==> src/hw/rtl/ibi_median_heart_rate_estimate_top_macros.svh <==
// ----------------------------------------------------------------------------
// ibi_median_heart_rate_estimate_top_macros.svh
// assertion helpers for the heart rate estimator
// ----------------------------------------------------------------------------
`ifndef IBI_MEDIAN_HEART_RATE_ESTIMATE_TOP_MACROS_SVH
`define IBI_MEDIAN_HEART_RATE_ESTIMATE_TOP_MACROS_SVH

// clocked check, off during reset
`define IBIMHR_ASSERT(lbl, prop, msg) \
  lbl: assert property (@(posedge clk) disable iff (rst) prop) else $error(msg);

// implication checked on the next clock
`define IBIMHR_ASSERT_NEXT(lbl, ante, cons, msg) \
  lbl: assert property (@(posedge clk) disable iff (rst) (ante) |=> (cons)) else $error(msg);

`endif

==> src/hw/rtl/ibimhr_pkg.sv <==
// ----------------------------------------------------------------------------
// ibimhr_pkg
// shared types and constants of the heart rate estimator
// ----------------------------------------------------------------------------
`default_nettype none

package ibimhr_pkg;

  // command codes
  localparam logic [1:0] CMD_APPEND   = 2'd0;
  localparam logic [1:0] CMD_REPLACE  = 2'd1;
  localparam logic [1:0] CMD_ESTIMATE = 2'd2;
  localparam logic [1:0] CMD_CLEAR    = 2'd3;

  // register indexes
  localparam logic [2:0] REG_WINDOW  = 3'd0;
  localparam logic [2:0] REG_MIN_IBI = 3'd1;
  localparam logic [2:0] REG_MAX_IBI = 3'd2;
  localparam logic [2:0] REG_TOL     = 3'd3;
  localparam logic [2:0] REG_MIN_BT  = 3'd4;
  localparam logic [2:0] REG_MIN_Q   = 3'd5;

  // register reset values
  localparam logic [15:0] RST_WINDOW  = 16'd10000;
  localparam logic [11:0] RST_MIN_IBI = 12'd286;
  localparam logic [11:0] RST_MAX_IBI = 12'd2100;
  localparam logic [7:0]  RST_TOL     = 8'd64;
  localparam logic [6:0]  RST_MIN_BT  = 7'd4;
  localparam logic [8:0]  RST_MIN_Q   = 9'd179;

  // arithmetic constants
  localparam logic [33:0] LOOKAHEAD_MS = 34'd1000;
  localparam logic [31:0] RATE_X2      = 32'd1920000;  // 2 * 60000 * 16
  localparam logic [31:0] RATE_X4      = 32'd3840000;
  localparam logic [16:0] RECENT_FLOOR = 17'd20000;
  localparam logic [16:0] RECENT_MUL   = 17'd11;
  localparam logic signed [36:0] RECENT_SCALE = 37'sd10;
  localparam logic [15:0] BPM_MAX      = 16'hFFFF;

  typedef enum logic [3:0] {
    ST_IDLE,
    ST_SCAN_RD,
    ST_SCAN,
    ST_SEL_RD,
    ST_SEL_CAND,
    ST_CNT_RD,
    ST_CNT,
    ST_LIM,
    ST_AVG_RD,
    ST_AVG,
    ST_CHK,
    ST_DIVQ,
    ST_BPM,
    ST_DIVR,
    ST_DONE
  } state_t;

  typedef struct packed {
    logic start;
  } div_ctl_t;

  typedef struct packed {
    logic busy;
    logic done;
  } div_sts_t;

  // interval inside [lo, hi]
  function automatic logic ibi_in_range(logic signed [32:0] v, logic [11:0] lo,
                                        logic [11:0] hi);
    return (v >= $signed({21'd0, lo})) && (v <= $signed({21'd0, hi}));
  endfunction

endpackage

`default_nettype wire

==> src/hw/rtl/ibimhr_div.sv <==
// ----------------------------------------------------------------------------
// ibimhr_div
// restoring unsigned divider, one quotient bit per cycle
// ----------------------------------------------------------------------------
`default_nettype none

module ibimhr_div (
  input  logic                 clk,
  input  logic                 rst,
  input  ibimhr_pkg::div_ctl_t ctl,
  input  logic [31:0]          num,
  input  logic [31:0]          den,
  output ibimhr_pkg::div_sts_t sts,
  output logic [31:0]          quo
);

  logic [31:0] rem;
  logic [31:0] q;
  logic [31:0] dv;
  logic [5:0]  cnt;
  logic        busy;
  logic        done;
  logic [32:0] shifted;
  logic        fits;

  // trial subtract
  assign shifted = {rem, q[31]};
  assign fits    = shifted >= {1'b0, dv};

  // control
  always_ff @(posedge clk) begin
    if (rst) begin
      busy <= 1'b0;
      done <= 1'b0;
      cnt  <= 6'd0;
    end else begin
      done <= 1'b0;
      if (ctl.start) begin
        busy <= 1'b1;
        cnt  <= 6'd32;
      end else if (busy) begin
        cnt <= cnt - 6'd1;
        if (cnt == 6'd1) begin
          busy <= 1'b0;
          done <= 1'b1;
        end
      end
    end
  end

  // datapath
  always_ff @(posedge clk) begin
    if (ctl.start) begin
      q   <= num;
      dv  <= den;
      rem <= 32'd0;
    end else if (busy) begin
      if (fits) begin
        rem <= 32'(shifted - {1'b0, dv});
        q   <= {q[30:0], 1'b1};
      end else begin
        rem <= shifted[31:0];
        q   <= {q[30:0], 1'b0};
      end
    end
  end

  assign quo      = q;
  assign sts.busy = busy;
  assign sts.done = done;

endmodule

`default_nettype wire

==> config.mk <==
export PLATFORM = sky130hd
export DESIGN_NAME = ibimhr_div
export DESIGN_NICKNAME = d
export VERILOG_FILES = /design/src/hw/rtl/ibi_median_heart_rate_estimate_top_macros.svh /design/src/hw/rtl/ibimhr_pkg.sv /design/src/hw/rtl/ibimhr_div.sv
export SDC_FILE = /design/constraint.sdc
export NUM_CORES = 1
export LEC_CHECK = 0
export BUFFER_PORTS_ARGS = -buffer_cell sky130_fd_sc_hd__buf_2
export CAP_MARGIN = 20
export CORE_MARGIN = 4
export CORE_UTILIZATION = 40
export DETAILED_ROUTE_END_ITERATION = 16
export GPL_TIMING_DRIVEN = 0
export HOLD_SLACK_MARGIN = 0.05
export PLACE_DENSITY = 0.58
export SYNTH_ARGS = -nofsm -noshare
export SYNTH_HDL_FRONTEND = slang
export SYNTH_SLANG_ARGS = --single-unit
==> constraint.sdc <==
create_clock -name clk -period 5 [get_ports clk]
set_input_delay 1.25 -clock clk [delete_from_list [all_inputs] [get_ports clk]]
set_output_delay 1.25 -clock clk [all_outputs]
set_load 0.05 [all_outputs]
==> flow_summary.json, run 1 <==
{
  "num_rows": 44,
  "min-delay-path-class": "register to register",
  "synth_area_um2": 6110,
  "slew_headroom_pct": 46.0,
  "crit_path_end_kind": "register",
  "mappedNetlistNets": 721,
  "fin_skew_ps": 16.3,
  "overflow": 0,
  "start_util_pct": 41.4,
  "ant_nets": 0,
  "die-area_um2": 17300,
  "switching_power_uw": 851,
  "grt_pass1_vias": 5122,
  "wl_per_cell_um": 16.7,
  "p_leak_uw": 0.00307,
  "hpwl_mm": 11.4,
  "yosysSeqAreaShare_pct": 44.5,
  "critPathKind": "register to register",
  "ys_warn_count": 0,
  "power.density_nw_per_um2": 350,
  "r2r-start": "dv[16]",
  "remaining_drc_errors": 0,
  "maxSlewViolCount": 0,
  "syn_avg_cell_area_um2": 9.88,
  "met3_length_um": 719,
  "synth_edf_count": 64,
  "htree_levels": 3,
  "cts_resized": 0,
  "postCtsSetupBuffers": 0,
  "fp.dieW_um": 132,
  "ios": 101,
  "routed_wl_mm": 15.3,
  "reg2reg_slack_ps": 1610,
  "tritoncts": "built",
  "syn2layout_area_growth_pct": 17.7,
  "insertion_delay_ps": 370,
  "drt_iter0_markers": 398,
  "dr.max_layer_used": "met4",
  "cts_num_sinks": 104,
  "hold_start": "cnt[1]",
  "syn_inst": 619,
  "num-nets-final": 833,
  "ctsHoldBuffers": 0,
  "tns_ps": 0,
  "die_h_um": 132,
  "vias": 4953,
  "rr_endpoint": "quo[0]",
  "hold_path_depth": 2,
  "arrival_ps": 3510,
  "ys.flop_type": "edfxtp_1",
  "period_needed_ps": 3390,
  "start_kind": "register",
  "cts-root-buf": "clkbuf_16",
  "wl_met2_mm": 7.15,
  "async_reset_ff_share_pct": 0,
  "pwr-share-seq_pct": 41.3,
  "tightest_slew_ps": 811,
  "fin_crit_sh_pct": 67.8,
  "rsz0062_at_grt": "no",
  "grt_pass1_wl_mm": 25.5,
  "synth_cell_types": 64,
  "num_antenna_cells": 0,
  "clkTransAtPathRegs_ps": 80,
  "holdWs_ps": 499,
  "power_frac_clock_pct": 30.6,
  "cts_made_buffers": 9,
  "synth-seq-cells": 104,
  "critPathRequiredTime_ps": 5120,
  "outcome": "complete, no violations",
  "r2r_cells": 11,
  "min_to": "cnt[1]",
  "antenna_found_initial": 0,
  "met1Wirelength_mm": 7.11,
  "viasPerCell": 5.38,
  "fmax_ghz": 0.295,
  "cp_max_fo": 10,
  "grt_util_all_layers_pct": 17.8,
  "firstDrtPassIters": 5,
  "io_buffers": 100,
  "fillers": 1386,
  "p_sw_share_pct": 33.8,
  "drive_gt1_share_pct": 25.8,
  "cts.path.max_buffers": 2,
  "core_area_um2": 14800,
  "final_hold_viol_count": 0,
  "grt_max_degree": 34,
  "maxCapViolations": 0,
  "p_int_uw": 1670,
  "gp_congestion": 0.866,
  "peakVddDrop_mv": 0.186,
  "combPwrFrac_pct": 28.1,
  "setup_viol": 0
}
## cell usage after synthesis (9+ instances only)
library cell   n  area (µm²)
nand2_1       70         263
nor2_1        51         191
edfxtp_1      64        1920
a21oi_1       30         150
a21o_1        12        90.1
xnor2_1       15         131
ha_1          34         425
a311oi_1      24         210
nand4_1        9        56.3
and3_1         9        56.3
clkbuf_1      13        48.8
inv_1         43         161
nor3_1        12        60.1
mux2_2        34         383
dfxtp_1       40         801
nand3_1       18        90.1
o21ai_0       19        95.1
## power by group through the flow
stage	clock network (µW)	registers (µW)	logic [µW]
6_report	771	1040	709
5_1_grt	817	1050	782
4_1_cts	790	1040	708
3_5_place_dp	0	1060	704
3_3_place_gp	0	1060	692
2_1_floorplan	0	1150	430
## final cells by class
type / instances / area (µm²) / area share (%)
clock inverter: 7 / 96.3 / 1.34
inverter: 43 / 161 / 2.24
sequential: 104 / 2720 / 37.9
buffer: 33 / 220 / 3.06
clock buffer: 9 / 225 / 3.13
tap: 184 / 230 / 3.20
timing repair buffer: 101 / 528 / 7.34
multi-input combinational: 439 / 3010 / 41.8
## worst max-delay path, stage by stage (launching register included)
cell and delay [ps]:
edfxtp_1 320, inv_1 40, ha_1 350, a21oi_1 310, o21ai_0 150, a31oi_1 340, nor3b_1 390, a211oi_1 240
or2_2 320, buf_4 180, buf_2 210, mux2_2 290
## layout by cell type (no fill, tap or decap), drive strengths merged, types with 4 or more instances in the layout
cell	n
xnor2	15
nor3	12
xor2	8
a21oi	31
o21ai	22
o21a	4
a21o	12
or3	5
clkbuf	25
nand4	9
dfxtp	40
nor2	52
ha	34
nand3	18
a211oi	9
nand2b	8
edfxtp	64
and3	11
buf	117
a31oi	5
and2	5
inv	47
nand2	70
a311oi	25
mux2	34
o211ai	5
a211o	4
## worst max path at each step
stage | end | from | cells after the start | slack, ps
3_3_place_gp | quo[13] | ctl | 5 | 1020
2_1_floorplan | rem[31] | quo[31] | 10 | 2010
6_report | quo[0] | dv[16] | 11 | 1610
3_5_place_dp | quo[15] | ctl | 6 | 1170
5_1_grt | quo[12] | ctl | 6 | 1340
4_1_cts | quo[12] | ctl | 6 | 1580
## per-layer routing
layer,track usage (%),vias up
met3,4.28,26
met5,0,-
met2,29.3,121
met4,6.18,0
li1,-,2482
met1,23.1,2324
## state kept, by name (all words and copies together) (netlist names)
signal / cells
rem: 32
busy: 1
done: 1
cnt: 6
quo: 32
dv: 32
## cell families after synthesis
family	Yosys count	share of synthesized area, %
AO/OA/AOI/OAI	140	16.4
AND/OR/NAND/NOR	206	15.8
multiplexers	35	6.43
XOR/XNOR	23	3.30
adder cells (fa/ha/maj)	35	7.29
buffers and inverters	76	6.24
flip-flops	104	44.5
## per-stage QoR
step           cell area, µm²  cells  utilization (%)  setup WS, ps  total power [µW]
2_1_floorplan            6110    619                -          2010              1580
3_3_place_gp             6840    903             46.4          1020              1750
3_5_place_dp             6870    904             46.6          1170              1760
4_1_cts                  7190    920             48.8          1580              2540
5_1_grt                  7190    920             48.8          1340              2650
6_report                 7190    920             48.8          1610              2520
(Power assumes the default switching activity.)
==> run 2: changes to the inputs <==
--- a/config.mk
+++ b/config.mk
@@ -5,6 +5,7 @@
 export SDC_FILE = /design/constraint.sdc
 export NUM_CORES = 1
 export LEC_CHECK = 0
+export ABC_AREA = 1
 export BUFFER_PORTS_ARGS = -buffer_cell sky130_fd_sc_hd__buf_2
 export CAP_MARGIN = 20
 export CORE_MARGIN = 4
@@ -12,7 +13,7 @@
 export DETAILED_ROUTE_END_ITERATION = 16
 export GPL_TIMING_DRIVEN = 0
 export HOLD_SLACK_MARGIN = 0.05
-export PLACE_DENSITY = 0.58
+export PLACE_DENSITY = 0.6
 export SYNTH_ARGS = -nofsm -noshare
 export SYNTH_HDL_FRONTEND = slang
 export SYNTH_SLANG_ARGS = --single-unit
==> constraint.sdc (replaced) <==
create_clock -name clk -period 3 [get_ports clk]
set_input_delay 0.75 -clock clk [delete_from_list [all_inputs] [get_ports clk]]
set_output_delay 0.75 -clock clk [all_outputs]
set_load 0.05 [all_outputs]
==> run 2 against run 1 <==
Compared with the run above:
- sequential share of layout area down 3.1 points
- synthesized cell count rose by 57%
- flip-flop and latch count is the same
- cell area up 8.8%
- cell count up 42%
==> flow_summary.json, run 2 <==
{
  "synth_cell_types": 34,
  "netlist.area_leader.share_pct": 28.5,
  "io_buffers": 100,
  "power.density_nw_per_um2": 437,
  "final_common_cell": "nand2_1",
  "grt_util_all_layers_pct": 19.3,
  "grt_pass1_wl_mm": 28.6,
  "tritoncts": "built",
  "yosysMostFrequentCell": "nand2_1",
  "start_kind": "primary input",
  "switching_power_uw": 1030,
  "crit_path_end_kind": "register",
  "min-delay-path-class": "register to register",
  "fin_util_pct": 47.4,
  "wl_per_cell_um": 13.5,
  "viasPerCell": 4.64,
  "ctsHoldBuffers": 0,
  "ys_warn_count": 0,
  "gp_congestion": 0.947,
  "synth_xor_area_share_pct": 1.82,
  "final_hold_viol_count": 0,
  "period_needed_ps": 2680,
  "setup_viol": 0,
  "fmax_ghz": 0.373,
  "ios": 101,
  "insertion_delay_ps": 360,
  "synthSimpleGateAreaFrac_pct": 34.8,
  "final_cell_mix": "nand2_1 (393), inv_1 (168), buf_2 (107)",
  "ant_nets": 0,
  "synth_area_leaders": "edfxtp_1 (29%), nand2_1 (22%), dfxtp_1 (12%)",
  "maxSlewViolCount": 0,
  "async_reset_ff_share_pct": 0,
  "hold_path_depth": 2,
  "synth_compound_area_share_pct": 4.60,
  "arrival_ps": 2780,
  "yosys.area.top_type": "edfxtp_1",
  "vias": 6060,
  "tightest_slew_ps": 640,
  "grt_max_degree": 39,
  "reg2reg_slack_ps": 580,
  "synth_top_family_by_area": "simple AND/OR/NAND/NOR gates",
  "die-area_um2": 19000,
  "synth_edf_count": 64,
  "peakVddDrop_mv": 0.280,
  "overflow": 0,
  "rr_endpoint": "rem[23]",
  "cts-root-buf": "clkbuf_16",
  "fp.dieW_um": 138,
  "ys.flop_type": "edfxtp_1",
  "remaining_drc_errors": 0,
  "fin_skew_ps": 13.1,
  "synth_area_um2": 6740,
  "syn_inst": 969,
  "cts_num_sinks": 104,
  "core_area_um2": 16500,
  "r2r_cells": 13,
  "die_h_um": 138,
  "min_to": "rem[19]",
  "cp_max_fo": 38,
  "outcome": "complete, no violations",
  "num-nets-final": 1183,
  "rsz0062_at_grt": "no",
  "cts_made_buffers": 9,
  "synthAdderAreaFrac_pct": 6.61,
  "pwr-share-seq_pct": 48.6,
  "combPwrFrac_pct": 17.4,
  "start_util_pct": 40.8,
  "fillers": 1699,
  "clkTransAtPathRegs_ps": 70,
  "r2r-start": "dv[16]",
  "drive_gt1_share_pct": 13.5,
  "num_rows": 47,
  "htree_levels": 3,
  "fin_area_um2": 7830,
  "grt_pass1_vias": 5851,
  "critPathKind": "primary input to register",
  "hold_start": "rem[19]",
  "slew_headroom_pct": 57.2,
  "maxCapViolations": 0,
  "p_int_uw": 2390,
  "p_leak_uw": 0.00423,
  "firstDrtPassIters": 5,
  "routed_wl_mm": 17.6,
  "ys_top_cells_by_count": "nand2_1 (393), inv_1 (168), nand3_1 (76)",
  "yosysSeqAreaShare_pct": 40.4,
  "mappedNetlistNets": 1071,
  "hpwl_mm": 13.7,
  "place_area_um2": 7540,
  "synth-seq-cells": 104,
  "num_antenna_cells": 0,
  "antenna_found_initial": 1,
  "postCtsSetupBuffers": 0,
  "synth.mux.area_fraction_pct": 0,
  "p_sw_share_pct": 30.0,
  "fin_crit_sh_pct": 89.3,
  "syn_avg_cell_area_um2": 6.95,
  "cts.path.max_buffers": 2,
  "syn2layout_area_growth_pct": 16.1,
  "critPathRequiredTime_ps": 3100,
  "drt_iter0_markers": 323,
  "power_frac_clock_pct": 34.0
}
run 2: changes by cell type in the layout (fill, tap and decap cells not counted), sizes merged, moves of 12 or more:
cell	previous run	this run
inv	47	177
a311oi	25	0
nand3	18	77
mux2	34	0
nand2	70	398
nand3b	0	21
a21o	12	0
run 2: metal layers:
layer,vias to the layer above,wire (µm),GRT usage (%)
met3,28,1110,4.46
met1,2640,8450,26.5
li1,3231,-,-
met4,2,387,6.31
met2,159,7610,30.2
met5,-,13,0
run 2: worst max path at each step:
stage / startpoint / end / slack (ps)
after floorplan: ctl / quo[0] / 180
after global placement: ctl / quo[17] / -1550
after detailed placement: ctl / quo[17] / -310
after CTS: ctl / quo[14] / 80
after global routing: ctl / rem[17] / 110
final: ctl / quo[22] / 320
run 2: cells by family after synthesis:
family / count (synthesis)
AND/OR/NAND/NOR: 561
buffers and inverters: 199
flip-flops: 104
AO/OA/AOI/OAI: 56
adder cells (fa/ha/maj): 35
XOR/XNOR: 14
run 2: per-stage QoR:
stage                     total power [µW]  TNS (ps)  worst slack [ps]  std cells  hold WS, ps
final                                 3420         0               321       1306          471
after CTS                             3460         0              77.1       1306          472
after global placement                2290    -62080             -1550       1289          459
after detailed placement              2290    -10810              -306       1290          460
after global routing                  3590         0               114       1306          497
after floorplan                       2110         0               183        969          444
run 2: power groups by stage:
stage / combinational [µW] / sequential, µW / clock [µW]
6_report: 595 / 1660 / 1160
3_3_place_gp: 590 / 1700 / 0
5_1_grt: 655 / 1670 / 1270
3_5_place_dp: 599 / 1690 / 0
2_1_floorplan: 261 / 1840 / 0
4_1_cts: 599 / 1660 / 1200
run 2: layout make-up:
| cell class | instances | area, µm² | area share (%) |
|---|---|---|---|
| inverter | 175 | 657 | 8.39 |
| timing repair buffer | 101 | 523 | 6.68 |
| sequential | 104 | 2720 | 34.8 |
| multi-input combinational | 666 | 3230 | 41.2 |
| clock inverter | 5 | 45.0 | 0.576 |
| clock buffer | 11 | 243 | 3.10 |
| buffer | 24 | 135 | 1.73 |
| tap | 220 | 275 | 3.52 |
run 2: repair_timing:
| action | in CTS | in global routing |
|---|---|---|
| gates resized for setup | 0 | 1 |
| endpoints found under the setup margin | 0 | 32 |
| hold endpoints to repair | 0 | 0 |
run 2: critical path, cell delays in order:
cell and delay [ps]:
clkbuf_4 330, clkbuf_1 320, nor2_1 550, inv_1 340
clkbuf_2 250, buf_12 200
